===== src/assert_macros.svh =====
// ----------------------------------------------------------------------------
// Assertion macros
// Concurrent checks clocked on clk_i and disabled while rst_ni is low.
// ----------------------------------------------------------------------------
`ifndef ASSERT_MACROS_SVH
`define ASSERT_MACROS_SVH

// check that prop holds at every clock edge outside reset
`define ASSERT_CLK(label, prop, msg) \
  label: assert property (@(posedge clk_i) disable iff (!rst_ni) (prop)) else $error(msg);

// check that the antecedent is followed in the next cycle by the consequent
`define ASSERT_NEXT(label, ante, cons, msg) \
  label: assert property (@(posedge clk_i) disable iff (!rst_ni) (ante) |=> (cons)) \
    else $error(msg);

`endif


===== src/sfd_pkg.sv =====
// ----------------------------------------------------------------------------
// sfd_pkg
// Shared constants and types of the frame decoder.
// ----------------------------------------------------------------------------
`timescale 1ns / 1ps

package sfd_pkg;

  localparam int FRAME_BYTES = 23;
  localparam int ADDR_W      = 5;
  localparam int CH_BITS     = 11;
  localparam int CH_IDX_W    = 5;
  localparam int ANALOG_CH   = 16;
  localparam int LAST_CH     = 17;
  localparam int CNT_W       = 5;
  localparam int ACC_W       = 18;
  localparam int DIG0_BIT    = 6;
  localparam int DIG1_BIT    = 7;

  localparam logic [CH_BITS-1:0] FULL_VALUE = 11'h7FF;

  localparam logic CFG_START_BYTE = 1'b0;
  localparam logic CFG_END_BYTE   = 1'b1;

  typedef struct packed {
    logic              en;
    logic [ADDR_W-1:0] addr;
  } rd_req_t;

endpackage


===== src/sfd_unpack.sv =====
// ----------------------------------------------------------------------------
// sfd_unpack
// Reads the frame store byte by byte and emits the 18 channel items.
// ----------------------------------------------------------------------------
`timescale 1ns / 1ps

module sfd_unpack
  import sfd_pkg::*;
(
  input  logic                clk_i,
  input  logic                rst_ni,
  input  logic                start_i,
  output logic                busy_o,
  output rd_req_t             rd_req_o,
  input  logic [7:0]          rd_data_i,
  output logic                out_valid_o,
  input  logic                out_ready_i,
  output logic [CH_IDX_W-1:0] channel_index_o,
  output logic [CH_BITS-1:0]  channel_value_o,
  output logic                last_channel_o
);

  typedef enum logic [1:0] {
    U_IDLE,
    U_RUN,
    U_WAIT
  } ustate_e;

  ustate_e             state_q;
  logic [ACC_W-1:0]    acc_q;
  logic [CNT_W-1:0]    nbits_q;
  logic [CH_IDX_W-1:0] ch_q;
  logic [ADDR_W-1:0]   ptr_q;
  logic                out_valid_q;
  logic [CH_IDX_W-1:0] out_idx_q;
  logic [CH_BITS-1:0]  out_val_q;
  logic                out_last_q;

  logic               analog;
  logic               have_bits;
  logic               slot_free;
  logic               emit;
  logic               dig_bit;
  logic [CH_BITS-1:0] ch_value;

  assign analog    = ch_q < CH_IDX_W'(ANALOG_CH);
  assign have_bits = analog ? (nbits_q >= CNT_W'(CH_BITS)) : (nbits_q >= CNT_W'(8));
  assign slot_free = !out_valid_q || out_ready_i;
  assign emit      = (state_q == U_RUN) && have_bits && slot_free;
  assign dig_bit   = ch_q[0] ? acc_q[DIG1_BIT] : acc_q[DIG0_BIT];
  assign ch_value  = analog ? acc_q[CH_BITS-1:0] : (dig_bit ? FULL_VALUE : '0);

  always_comb begin
    rd_req_o.en   = (state_q == U_RUN) && !have_bits;
    rd_req_o.addr = ptr_q;
  end

  always_ff @(posedge clk_i or negedge rst_ni) begin
    if (!rst_ni) begin
      state_q     <= U_IDLE;
      acc_q       <= '0;
      nbits_q     <= '0;
      ch_q        <= '0;
      ptr_q       <= '0;
      out_valid_q <= 1'b0;
      out_idx_q   <= '0;
      out_val_q   <= '0;
      out_last_q  <= 1'b0;
    end else begin
      if (emit) begin
        out_valid_q <= 1'b1;
      end else if (out_ready_i) begin
        out_valid_q <= 1'b0;
      end
      unique case (state_q)
        U_IDLE: begin
          if (start_i) begin
            acc_q   <= '0;
            nbits_q <= '0;
            ch_q    <= '0;
            ptr_q   <= '0;
            state_q <= U_RUN;
          end
        end
        U_RUN: begin
          if (have_bits) begin
            if (slot_free) begin
              out_idx_q   <= ch_q;
              out_val_q   <= ch_value;
              out_last_q  <= ch_q == CH_IDX_W'(LAST_CH);
              ch_q        <= ch_q + 1'b1;
              if (analog) begin
                acc_q   <= acc_q >> CH_BITS;
                nbits_q <= nbits_q - CNT_W'(CH_BITS);
              end
              if (ch_q == CH_IDX_W'(LAST_CH)) begin
                state_q <= U_IDLE;
              end
            end
          end else begin
            state_q <= U_WAIT;
          end
        end
        U_WAIT: begin
          acc_q   <= acc_q | (ACC_W'(rd_data_i) << nbits_q);
          nbits_q <= nbits_q + CNT_W'(8);
          ptr_q   <= ptr_q + 1'b1;
          state_q <= U_RUN;
        end
        default: state_q <= U_IDLE;
      endcase
    end
  end

  assign busy_o          = state_q != U_IDLE;
  assign out_valid_o     = out_valid_q;
  assign channel_index_o = out_idx_q;
  assign channel_value_o = out_val_q;
  assign last_channel_o  = out_last_q;

endmodule


===== src/sbus_frame_decoder_core.sv =====
// ----------------------------------------------------------------------------
// sbus_frame_decoder_core
// Hunts for the start byte, stores 23 data bytes, checks the end byte and
// emits 16 analog and 2 digital channel items per good frame.
//
//   channel  direction  handshake              payload
//   in       input      in_valid_i/in_ready_o  data_byte_i
//   out      output     out_valid_o/out_ready_i channel_index_o, channel_value_o,
//                                              last_channel_o
//   cfg      input      cfg_we_i               cfg_addr_i, cfg_wdata_i
//
// A byte other than a good end byte is taken without starting a run.
// A good end byte starts a run of 23 frame store reads (a request, then a
// capture, on one memory port) and 18 output items; out stalls hold it up.
// No input item is taken during that run; the last item may still wait in
// the output register while the next byte is taken.
// Reset clears control state only; the frame store needs no clearing pass.
// ----------------------------------------------------------------------------
`timescale 1ns / 1ps
`include "assert_macros.svh"

module sbus_frame_decoder_core
  import sfd_pkg::*;
(
  input  logic                clk_i,
  input  logic                rst_ni,
  input  logic                in_valid_i,
  output logic                in_ready_o,
  input  logic [7:0]          data_byte_i,
  output logic                out_valid_o,
  input  logic                out_ready_i,
  output logic [CH_IDX_W-1:0] channel_index_o,
  output logic [CH_BITS-1:0]  channel_value_o,
  output logic                last_channel_o,
  input  logic                cfg_we_i,
  input  logic                cfg_addr_i,
  input  logic [7:0]          cfg_wdata_i
);

  typedef enum logic [1:0] {
    PH_HUNT,
    PH_COLLECT,
    PH_CHECK
  } phase_e;

  phase_e            phase_q;
  logic [CNT_W-1:0]  cnt_q;
  logic [7:0]        start_byte_q;
  logic [7:0]        end_byte_q;
  logic [7:0]        store_q [FRAME_BYTES];
  logic [7:0]        rd_data_q;

  logic    in_fire;
  logic    start_emit;
  logic    busy;
  rd_req_t rd_req;

  assign in_ready_o = !busy;
  assign in_fire    = in_valid_i && in_ready_o;
  assign start_emit = in_fire && (phase_q == PH_CHECK) && (data_byte_i == end_byte_q);

  always_ff @(posedge clk_i or negedge rst_ni) begin
    if (!rst_ni) begin
      start_byte_q <= 8'd15;
      end_byte_q   <= 8'd0;
    end else if (cfg_we_i) begin
      unique case (cfg_addr_i)
        CFG_START_BYTE: start_byte_q <= cfg_wdata_i;
        CFG_END_BYTE:   end_byte_q   <= cfg_wdata_i;
        default:        start_byte_q <= start_byte_q;
      endcase
    end
  end

  always_ff @(posedge clk_i or negedge rst_ni) begin
    if (!rst_ni) begin
      phase_q <= PH_HUNT;
      cnt_q   <= '0;
    end else if (in_fire) begin
      unique case (phase_q)
        PH_COLLECT: begin
          cnt_q <= cnt_q + 1'b1;
          if (cnt_q == CNT_W'(FRAME_BYTES - 1)) begin
            phase_q <= PH_CHECK;
          end
        end
        PH_CHECK: begin
          phase_q <= PH_HUNT;
          cnt_q   <= '0;
        end
        default: begin
          if (data_byte_i == start_byte_q) begin
            phase_q <= PH_COLLECT;
            cnt_q   <= '0;
          end else begin
            phase_q <= PH_HUNT;
          end
        end
      endcase
    end
  end

  always_ff @(posedge clk_i) begin
    if (in_fire && (phase_q == PH_COLLECT)) begin
      store_q[cnt_q] <= data_byte_i;
    end
    if (rd_req.en) begin
      rd_data_q <= store_q[rd_req.addr];
    end
  end

  sfd_unpack u_unpack (
    .clk_i           (clk_i),
    .rst_ni          (rst_ni),
    .start_i         (start_emit),
    .busy_o          (busy),
    .rd_req_o        (rd_req),
    .rd_data_i       (rd_data_q),
    .out_valid_o     (out_valid_o),
    .out_ready_i     (out_ready_i),
    .channel_index_o (channel_index_o),
    .channel_value_o (channel_value_o),
    .last_channel_o  (last_channel_o)
  );

  `ASSERT_CLK(a_rd_no_write, !(rd_req.en && in_fire), "store read overlaps a write")
  `ASSERT_CLK(a_cnt_range, (phase_q != PH_COLLECT) || (cnt_q < CNT_W'(FRAME_BYTES)),
              "byte count past frame")
  `ASSERT_CLK(a_last_idx, !(out_valid_o && last_channel_o) ||
              (channel_index_o == CH_IDX_W'(LAST_CH)), "last flag on wrong channel")
  `ASSERT_NEXT(a_emit_busy, start_emit, busy && (phase_q == PH_HUNT),
               "emission did not start")

endmodule

===== config.mk =====
export PLATFORM = sky130hd
export DESIGN_NAME = sbus_frame_decoder_core
export DESIGN_NICKNAME = d
export VERILOG_FILES = /design/src/sfd_pkg.sv /design/src/sfd_unpack.sv /design/src/sbus_frame_decoder_core.sv
export VERILOG_INCLUDE_DIRS = /design/src /design/src/src
export SDC_FILE = /design/constraint.sdc
export NUM_CORES = 1
export LEC_CHECK = 0
export ABC_AREA = 0
export ABC_CLOCK_PERIOD_IN_PS = 2100
export BUFFER_PORTS_ARGS = -buffer_cell sky130_fd_sc_hd__buf_4
export CAP_MARGIN = 10
export CORE_MARGIN = 2
export CORE_UTILIZATION = 30
export CTS_CLUSTER_SIZE = 30
export DETAILED_ROUTE_END_ITERATION = 7
export PLACE_DENSITY = 0.48
export SYNTH_ARGS = -nofsm -noshare
export SYNTH_HDL_FRONTEND = slang
export SYNTH_SLANG_ARGS = --single-unit
export TNS_END_PERCENT = 20

===== constraint.sdc =====
create_clock -name clk_i -period 2.1 [get_ports clk_i]
set_input_delay 0.315 -clock clk_i [delete_from_list [all_inputs] [get_ports clk_i]]
set_output_delay 0.315 -clock clk_i [all_outputs]
set_load 0.1 [all_outputs]

Word-level counts from Yosys, hierarchy flattened
Memories as Yosys holds them, arrays and structs flattened. A register that Yosys moved wholly into a read port is not among the register bits.
Index checks and enable logic that the tools add are counted.
W data, S select, Z words.
{ "totals": {"elab_cells": 99, "mem_count": 1, "ramBits": 184, "regBits": 76, "in_bits": 22, "output_inout_bits": 19} }
{ "mem_list": {"columns": ["memory", "depth", "width", "read_ports", "rd_clocked_by_memory_dff", "wr", "line_no", "source"], "rows": [
  ["store_q", 23, 8, 1, 1, 1, "sbus_frame_decoder_core.sv:50", "logic [7:0] store_q [FRAME_BYTES];"]
]} }
{ "op_classes": {"order_cmp": 3, "eq_ne": 15, "reduce_logical": 27, "n_shift": 1, "n_mux": 32, "bitwise_logic": 2, "addsub": 5} }
{ "op_table": {"columns": ["op", "n"], "rows": [
  ["$mux W18", 4],
  ["$pmux W18 S3", 1],
  ["$mux W5", 7],
  ["$pmux W5 S2", 3],
  ["$mux W11", 2],
  ["$or A18 B18 Y18", 1],
  ["$shl A8 B5 Y18", 1],
  ["$eq A8 B8 Y1", 2],
  ["$add A5 B1 Y5 const B", 3],
  ["$pmux W5 S3", 1],
  ["$eq A5 B5 Y1 const B", 2],
  ["$ge A5 B4 Y1 const B", 2],
  ["$mux W2", 5],
  ["$reduce_and A2 Y1", 5],
  ["$reduce_bool A2 Y1", 4],
  ["$logic_and A1 B1 Y1", 7],
  ["$mux W1", 7],
  ["$ne A2 B1 Y1 const B", 3],
  ["$ne A3 B3 Y1 const B", 2],
  ["$pmux W2 S3", 1],
  ["$reduce_and A3 Y1", 2],
  ["$reduce_bool A3 Y1", 2],
  ["$add A5 B4 Y5 const B", 1],
  ["$lt A5 B5 Y1 const B", 1],
  ["other kinds (11)", 16]
]} }

Depth between registers and ports, before layout
{ "logic_depth": {"word_depth": 7, "depth_mapped": 11, "ltp_nobuf": 8} }

Cells and area by module
A second synthesis with hierarchy kept.
{ "hier_totals": {"cells_unflattened": 806, "hier_area_um2": 11956.5} }
{ "modules_own_cells": {"columns": ["module", "cells_each", "area_per_inst_um2", "seq_area_each_um2", "instances"], "rows": [
  ["sbus_frame_decoder_core", 460, 8782.2, 6346.1, 1],
  ["sfd_unpack", 346, 3174.3, 1326.3, 1]
]} }

Worst setup path after synthesis
Ideal clock, no wire load.
{ "synth_timing": {"kind": "reg-to-reg", "from": "register u_unpack.state_q[0]", "to": "register u_unpack.acc_q[6]", "path_buffers": 1, "arrival_ns": 2.818, "stages_incl_launch_ff": 9, "setup_time_ns": 0.124, "required_ns": 1.976, "path_slack_ns": -0.842, "synth_period_minus_slack_ns": 2.942, "path_cell_list": "dfrtp_1 inv_1 ha_1 nand4_1 o31a_1 nor2_1 nand2_1 buf_2 o2bb2ai_1"} }
{ "synth_via": {"elab_chain_len": 7, "word_cells_on_any_way": 15, "classes_between": "eq/ne (6); mux (1); reduce/logical (8)"} }
{ "synth_rtl": {"columns": ["item", "line_no", "source"], "rows": [
  ["start: declaration", "sfd_unpack.sv:29", "ustate_e state_q;"],
  ["start signal: assignment", "sfd_unpack.sv:60", "state_q <= U_IDLE;"],
  ["start signal: assignment", "sfd_unpack.sv:82", "state_q <= U_RUN;"],
  ["start signal: assignment", "sfd_unpack.sv:97", "state_q <= U_IDLE;"],
  ["$reduce_bool A2 Y1", "sfd_unpack.sv:115", "assign busy_o = state_q != U_IDLE;"],
  ["$logic_not A1 Y1", "sbus_frame_decoder_core.sv:58", "assign in_ready_o = !busy;"],
  ["named net in_ready_o", "sbus_frame_decoder_core.sv:28", "output logic in_ready_o,"],
  ["$logic_and A1 B1 Y1", "sbus_frame_decoder_core.sv:59", "assign in_fire = in_valid_i && in_ready_o;"],
  ["$logic_and A1 B1 Y1 (2 in a row)", "sbus_frame_decoder_core.sv:60", "assign start_emit = in_fire && (phase_q == PH_CHECK) && (data_byte_i == end_byte_q);"],
  ["$ne A2 B2 Y1 (no source line)", null, null],
  ["$reduce_and A5 Y1 (no source line)", null, null],
  ["end signal: assignment", "sfd_unpack.sv:93", "acc_q <= acc_q >> CH_BITS;"],
  ["end signal: assignment", "sfd_unpack.sv:105", "acc_q <= acc_q | (ACC_W'(rd_data_i) << nbits_q);"],
  ["end: declaration", "sfd_unpack.sv:30", "logic [ACC_W-1:0] acc_q;"]
]} }
The timed path passes the listed nets, and every way through them passes these cells.
A chain may end at the register's enable or synchronous reset.

==> run_results.csv <==
group,metric,value,unit
run_status,outcome,"finished with violations",
run_status,failed_checks,"setup timing",
synthesis,synth-seq-area-share,65.7,%
synthesis,yosysTopAreaCellShare,49.4,%
placed_design,place.gp.congestion,0.751,
setup_path,cp_top_family,"multiplexers",
worst_hold_path,hold_path_class,"primary input to flop",
finish,finish.utilization,38.9,%
synthesis,ys_warn_count,0,
floorplanning,io_pins,41,
setup_path,critPathBufInv,2,
clock_network,root_buffer,"clkbuf_16",
timing,skew,49.7,ps
synthesis,ys_async_sr_fraction,28.4,%
worst_hold_path,hold_end,"store_q[18][0]$_DFFE_PP_",
setup_path,crit_path_cell_trace,"buf_12, buf_4, mux4_2, mux4_2, nor2_1, a21oi_1",
synthesis,syn_nets,808,
drt,viasPerCell,4.77,
synthesis,synth.cell_area,11700,um^2
finish,drive_gt1_share,36.0,%
timing,worstMarginPinSlew,638,ps
synthesis,synth_edf_count,192,
pwr,ir_worst_vdd,0.708,mV
setup_path,r2r_start,"u_unpack.ptr_q[0]$_DFFE_PN0P_",
timing,period_share,103,%
global_routing,gr-total-overflow,0,
worst_hold_path,min_path_cells,2,
setup_path,cp_slowest_cell,"mux4_2",
setup_path,worst-r2r-setup-slack,-60,ps
floorplanning,die_h,201,um
placed_design,port_buffers,40,
setup_path,path_class,"flop to flop",
setup_path,reg2reg_to,"rd_data_q[3]$_DFFE_PP_",
finish,final_common_cell,"edfxtp_1",
synthesis,avgSynthCellArea,15.2,um^2
setup_path,cp-start-kind,"flop",
synthesis,ys_seq_elements,268,
clock_network,clkSinkCount,268,
timing,relSlewSlack,56.8,%
clock_network,cts_buffer_depth,3,
setup_path,cp_max_fo,12,
timing,hold_viol_final,0,
floorplanning,core_area,38600,um^2
setup_path,worst_ep_required_time,2430,ps
global_routing,antenna_found_initial,0,
clock_network,cts_tree,"done",
global_routing,track_usage,13.8,%
synthesis,synthTopCellsByArea,"edfxtp_1 49%, dfrtp_1 15%, mux4_2 9.3%",
drt,drt_iter0_drc,434,
timing,setup_violations,8,
clock_network,htree_levels,1,
synthesis,ys_types,64,
floorplanning,initial_core_util,30.3,%
timing,fin_ws,-56.8,ps
setup_path,cpPeakStageDelay,510,ps
drt,vias,6920,
finish,final_nets,948,
global_routing,grt_pass1_vias,7073,
floorplanning,die_w,201,um
setup_path,cp_num_cells,6,
setup_path,end_kind,"flop",
global_routing,grt_pass1_wl,42800,um
setup_path,reg2reg_depth,6,
timing,drv_slew,0,
timing,period_needed,2160,ps
clock_network,clk_pin_slew,60,ps
timing,setup_tns,-204,ps
finish,layoutNonFillerInstCount,1451,
synthesis,syn_inst,769,
run,cap_viol_max_count,0,
setup_path,cp.arrival,2480,ps
timing,max_freq,464,MHz
floorplanning,die_area,40500,um^2
pwr,powerDensity,1300,nW/um^2
floorplanning,rows,72,
clock_network,numCtsBuffers,30,
clock_network,clk_latency,590,ps
drt,ant_nets,0,
pwr,p_total,19.6,mW
global_routing,grt_max_degree,37,
drt,drt-pass1-iter-count,5,
timing,grt_setup_unrepaired,"yes",
drt,routedWlPerCell,19.0,um
finish,final_cell_mix,"192 x edfxtp_1, 105 x buf_4, 67 x dfrtp_1, 55 x nand2_1, 48 x mux4_2",
synthesis,yosys.area.top_type,"edfxtp_1",
placed_design,placedCellCount,1380,
placed_design,dp_hpwl,18500,um
pwr,p_leak,5.45,nW
drt,wl,27600,um
worst_hold_path,min-delay-start,"data_byte_i[0]",
finish,area_growth,28.5,%
finish,antennaDiodeCount,0,
drt,drcViolationCount,0,
synthesis,ys.flop_type,"edfxtp_1",
setup_path,crit_top_cell,"mux4_2",
==> metrics by stage <==
stage	area (um^2)	hold WS [ps]	setup WS, ps
after CTS	14900	28.5	-83.0
after global placement	13700	317	-252
after floorplan	11900	19.4	-10.9
final	15000	62.6	-56.8
after detailed placement	13700	327	-297
after global routing	15000	44.9	-120
==> worst max-delay path by stage <==
stage / from / endpoint / slack [ps]
finish: u_unpack.ptr_q[0]$_DFFE_PN0P_ / rd_data_q[3]$_DFFE_PP_ / -60
global placement: end_byte_q[2]$_DFFE_PN0P_ / u_unpack.acc_q[13]$_DFFE_PN0P_ / -250
floorplan: u_unpack.state_q[1]$_DFFE_PN0P_ / u_unpack.acc_q[6]$_DFFE_PN0P_ / -10
CTS: u_unpack.ptr_q[0]$_DFFE_PN0P_ / rd_data_q[7]$_DFFE_PP_ / -80
global route: u_unpack.ptr_q[0]$_DFFE_PN0P_ / rd_data_q[3]$_DFFE_PP_ / -120
detailed placement: end_byte_q[2]$_DFFE_PN0P_ / u_unpack.acc_q[13]$_DFFE_PN0P_ / -300
==> cells in the mapped netlist (2+ instances only) <==
library cell / n
o21ai_0: 30
dfrtp_1: 72
or4b_1: 3
o211a_1: 6
mux2i_1: 26
nor4b_1: 3
a221o_1: 3
buf_6: 3
nand4_1: 7
a211oi_1: 2
nand2b_1: 4
mux4_2: 48
a22o_1: 6
nand3_1: 14
nand2_1: 60
dfstp_2: 4
clkbuf_1: 23
ha_1: 17
edfxtp_1: 192
buf_4: 7
o2bb2ai_1: 8
buf_2: 8
nand3b_1: 2
xnor2_1: 17
a31oi_1: 4
o22ai_1: 2
nor2b_1: 4
a22oi_1: 7
a21oi_1: 38
mux2_2: 25
inv_1: 16
o21ai_1: 2
o21a_1: 2
a21o_1: 13
nor2_1: 60
nor3_1: 2
and2_1: 2
==> state kept, by name, summed over array words and instances (netlist names), 8 cells and up <==
register / flops
u_unpack.channel_value_o: 11
store_q: 184
start_byte_q: 8
end_byte_q: 8
rd_data_q: 8
u_unpack.acc_q: 18
==> logic make-up (layout without fill, tap and decap cells) <==
| group | after synthesis | count (layout) | share of synthesized area (%) |
|---|---|---|---|
| buffers and inverters | 59 | 223 | 2.40 |
| and+or+nand+nor | 174 | 174 | 7.10 |
| DFF | 268 | 268 | 65.7 |
| muxes | 99 | 99 | 13.9 |
| adders and majority gates | 17 | 17 | 1.82 |
| AOI/OAI and AO/OA | 135 | 135 | 7.80 |
| xor gates and xnor gates | 17 | 17 | 1.28 |
==> layout make-up <==
class / count / area, um^2
Multi-Input combinational cell: 442 / 4040
Clock buffer: 34 / 766
Fill cell: 3671 / 23600
Clock inverter: 22 / 256
Tap cell: 518 / 648
Timing Repair Buffer: 150 / 1540
Inverter: 17 / 63.8
Sequential cell: 268 / 7680
==> report_power, final <==
group          switching (mW)  internal [mW]  total, mW
clock network            2.18           3.15       5.33
registers               0.455           6.29       6.75
logic                    4.22           3.28       7.50
total                    6.86           12.7       19.6
==> what timing repair did <==
item,CTS,global route
hold endpoints to repair,46,0
cloned,0,1
hold buffers,11,0
setup endpoints to repair,42,73
gates resized for setup,6,26
buffers inserted,3,0
pin swaps,2,9
==> per-layer routing <==
layer	vias up	share of wire (%)	track usage, %
met3	33	3.0	1.78
met1	3531	45	18.7
met4	0	2.0	4.12
met2	108	50	23.3
li1	3248	-	-
met5	-	0	0
Note: power is estimated with default switching activity, not from simulation.
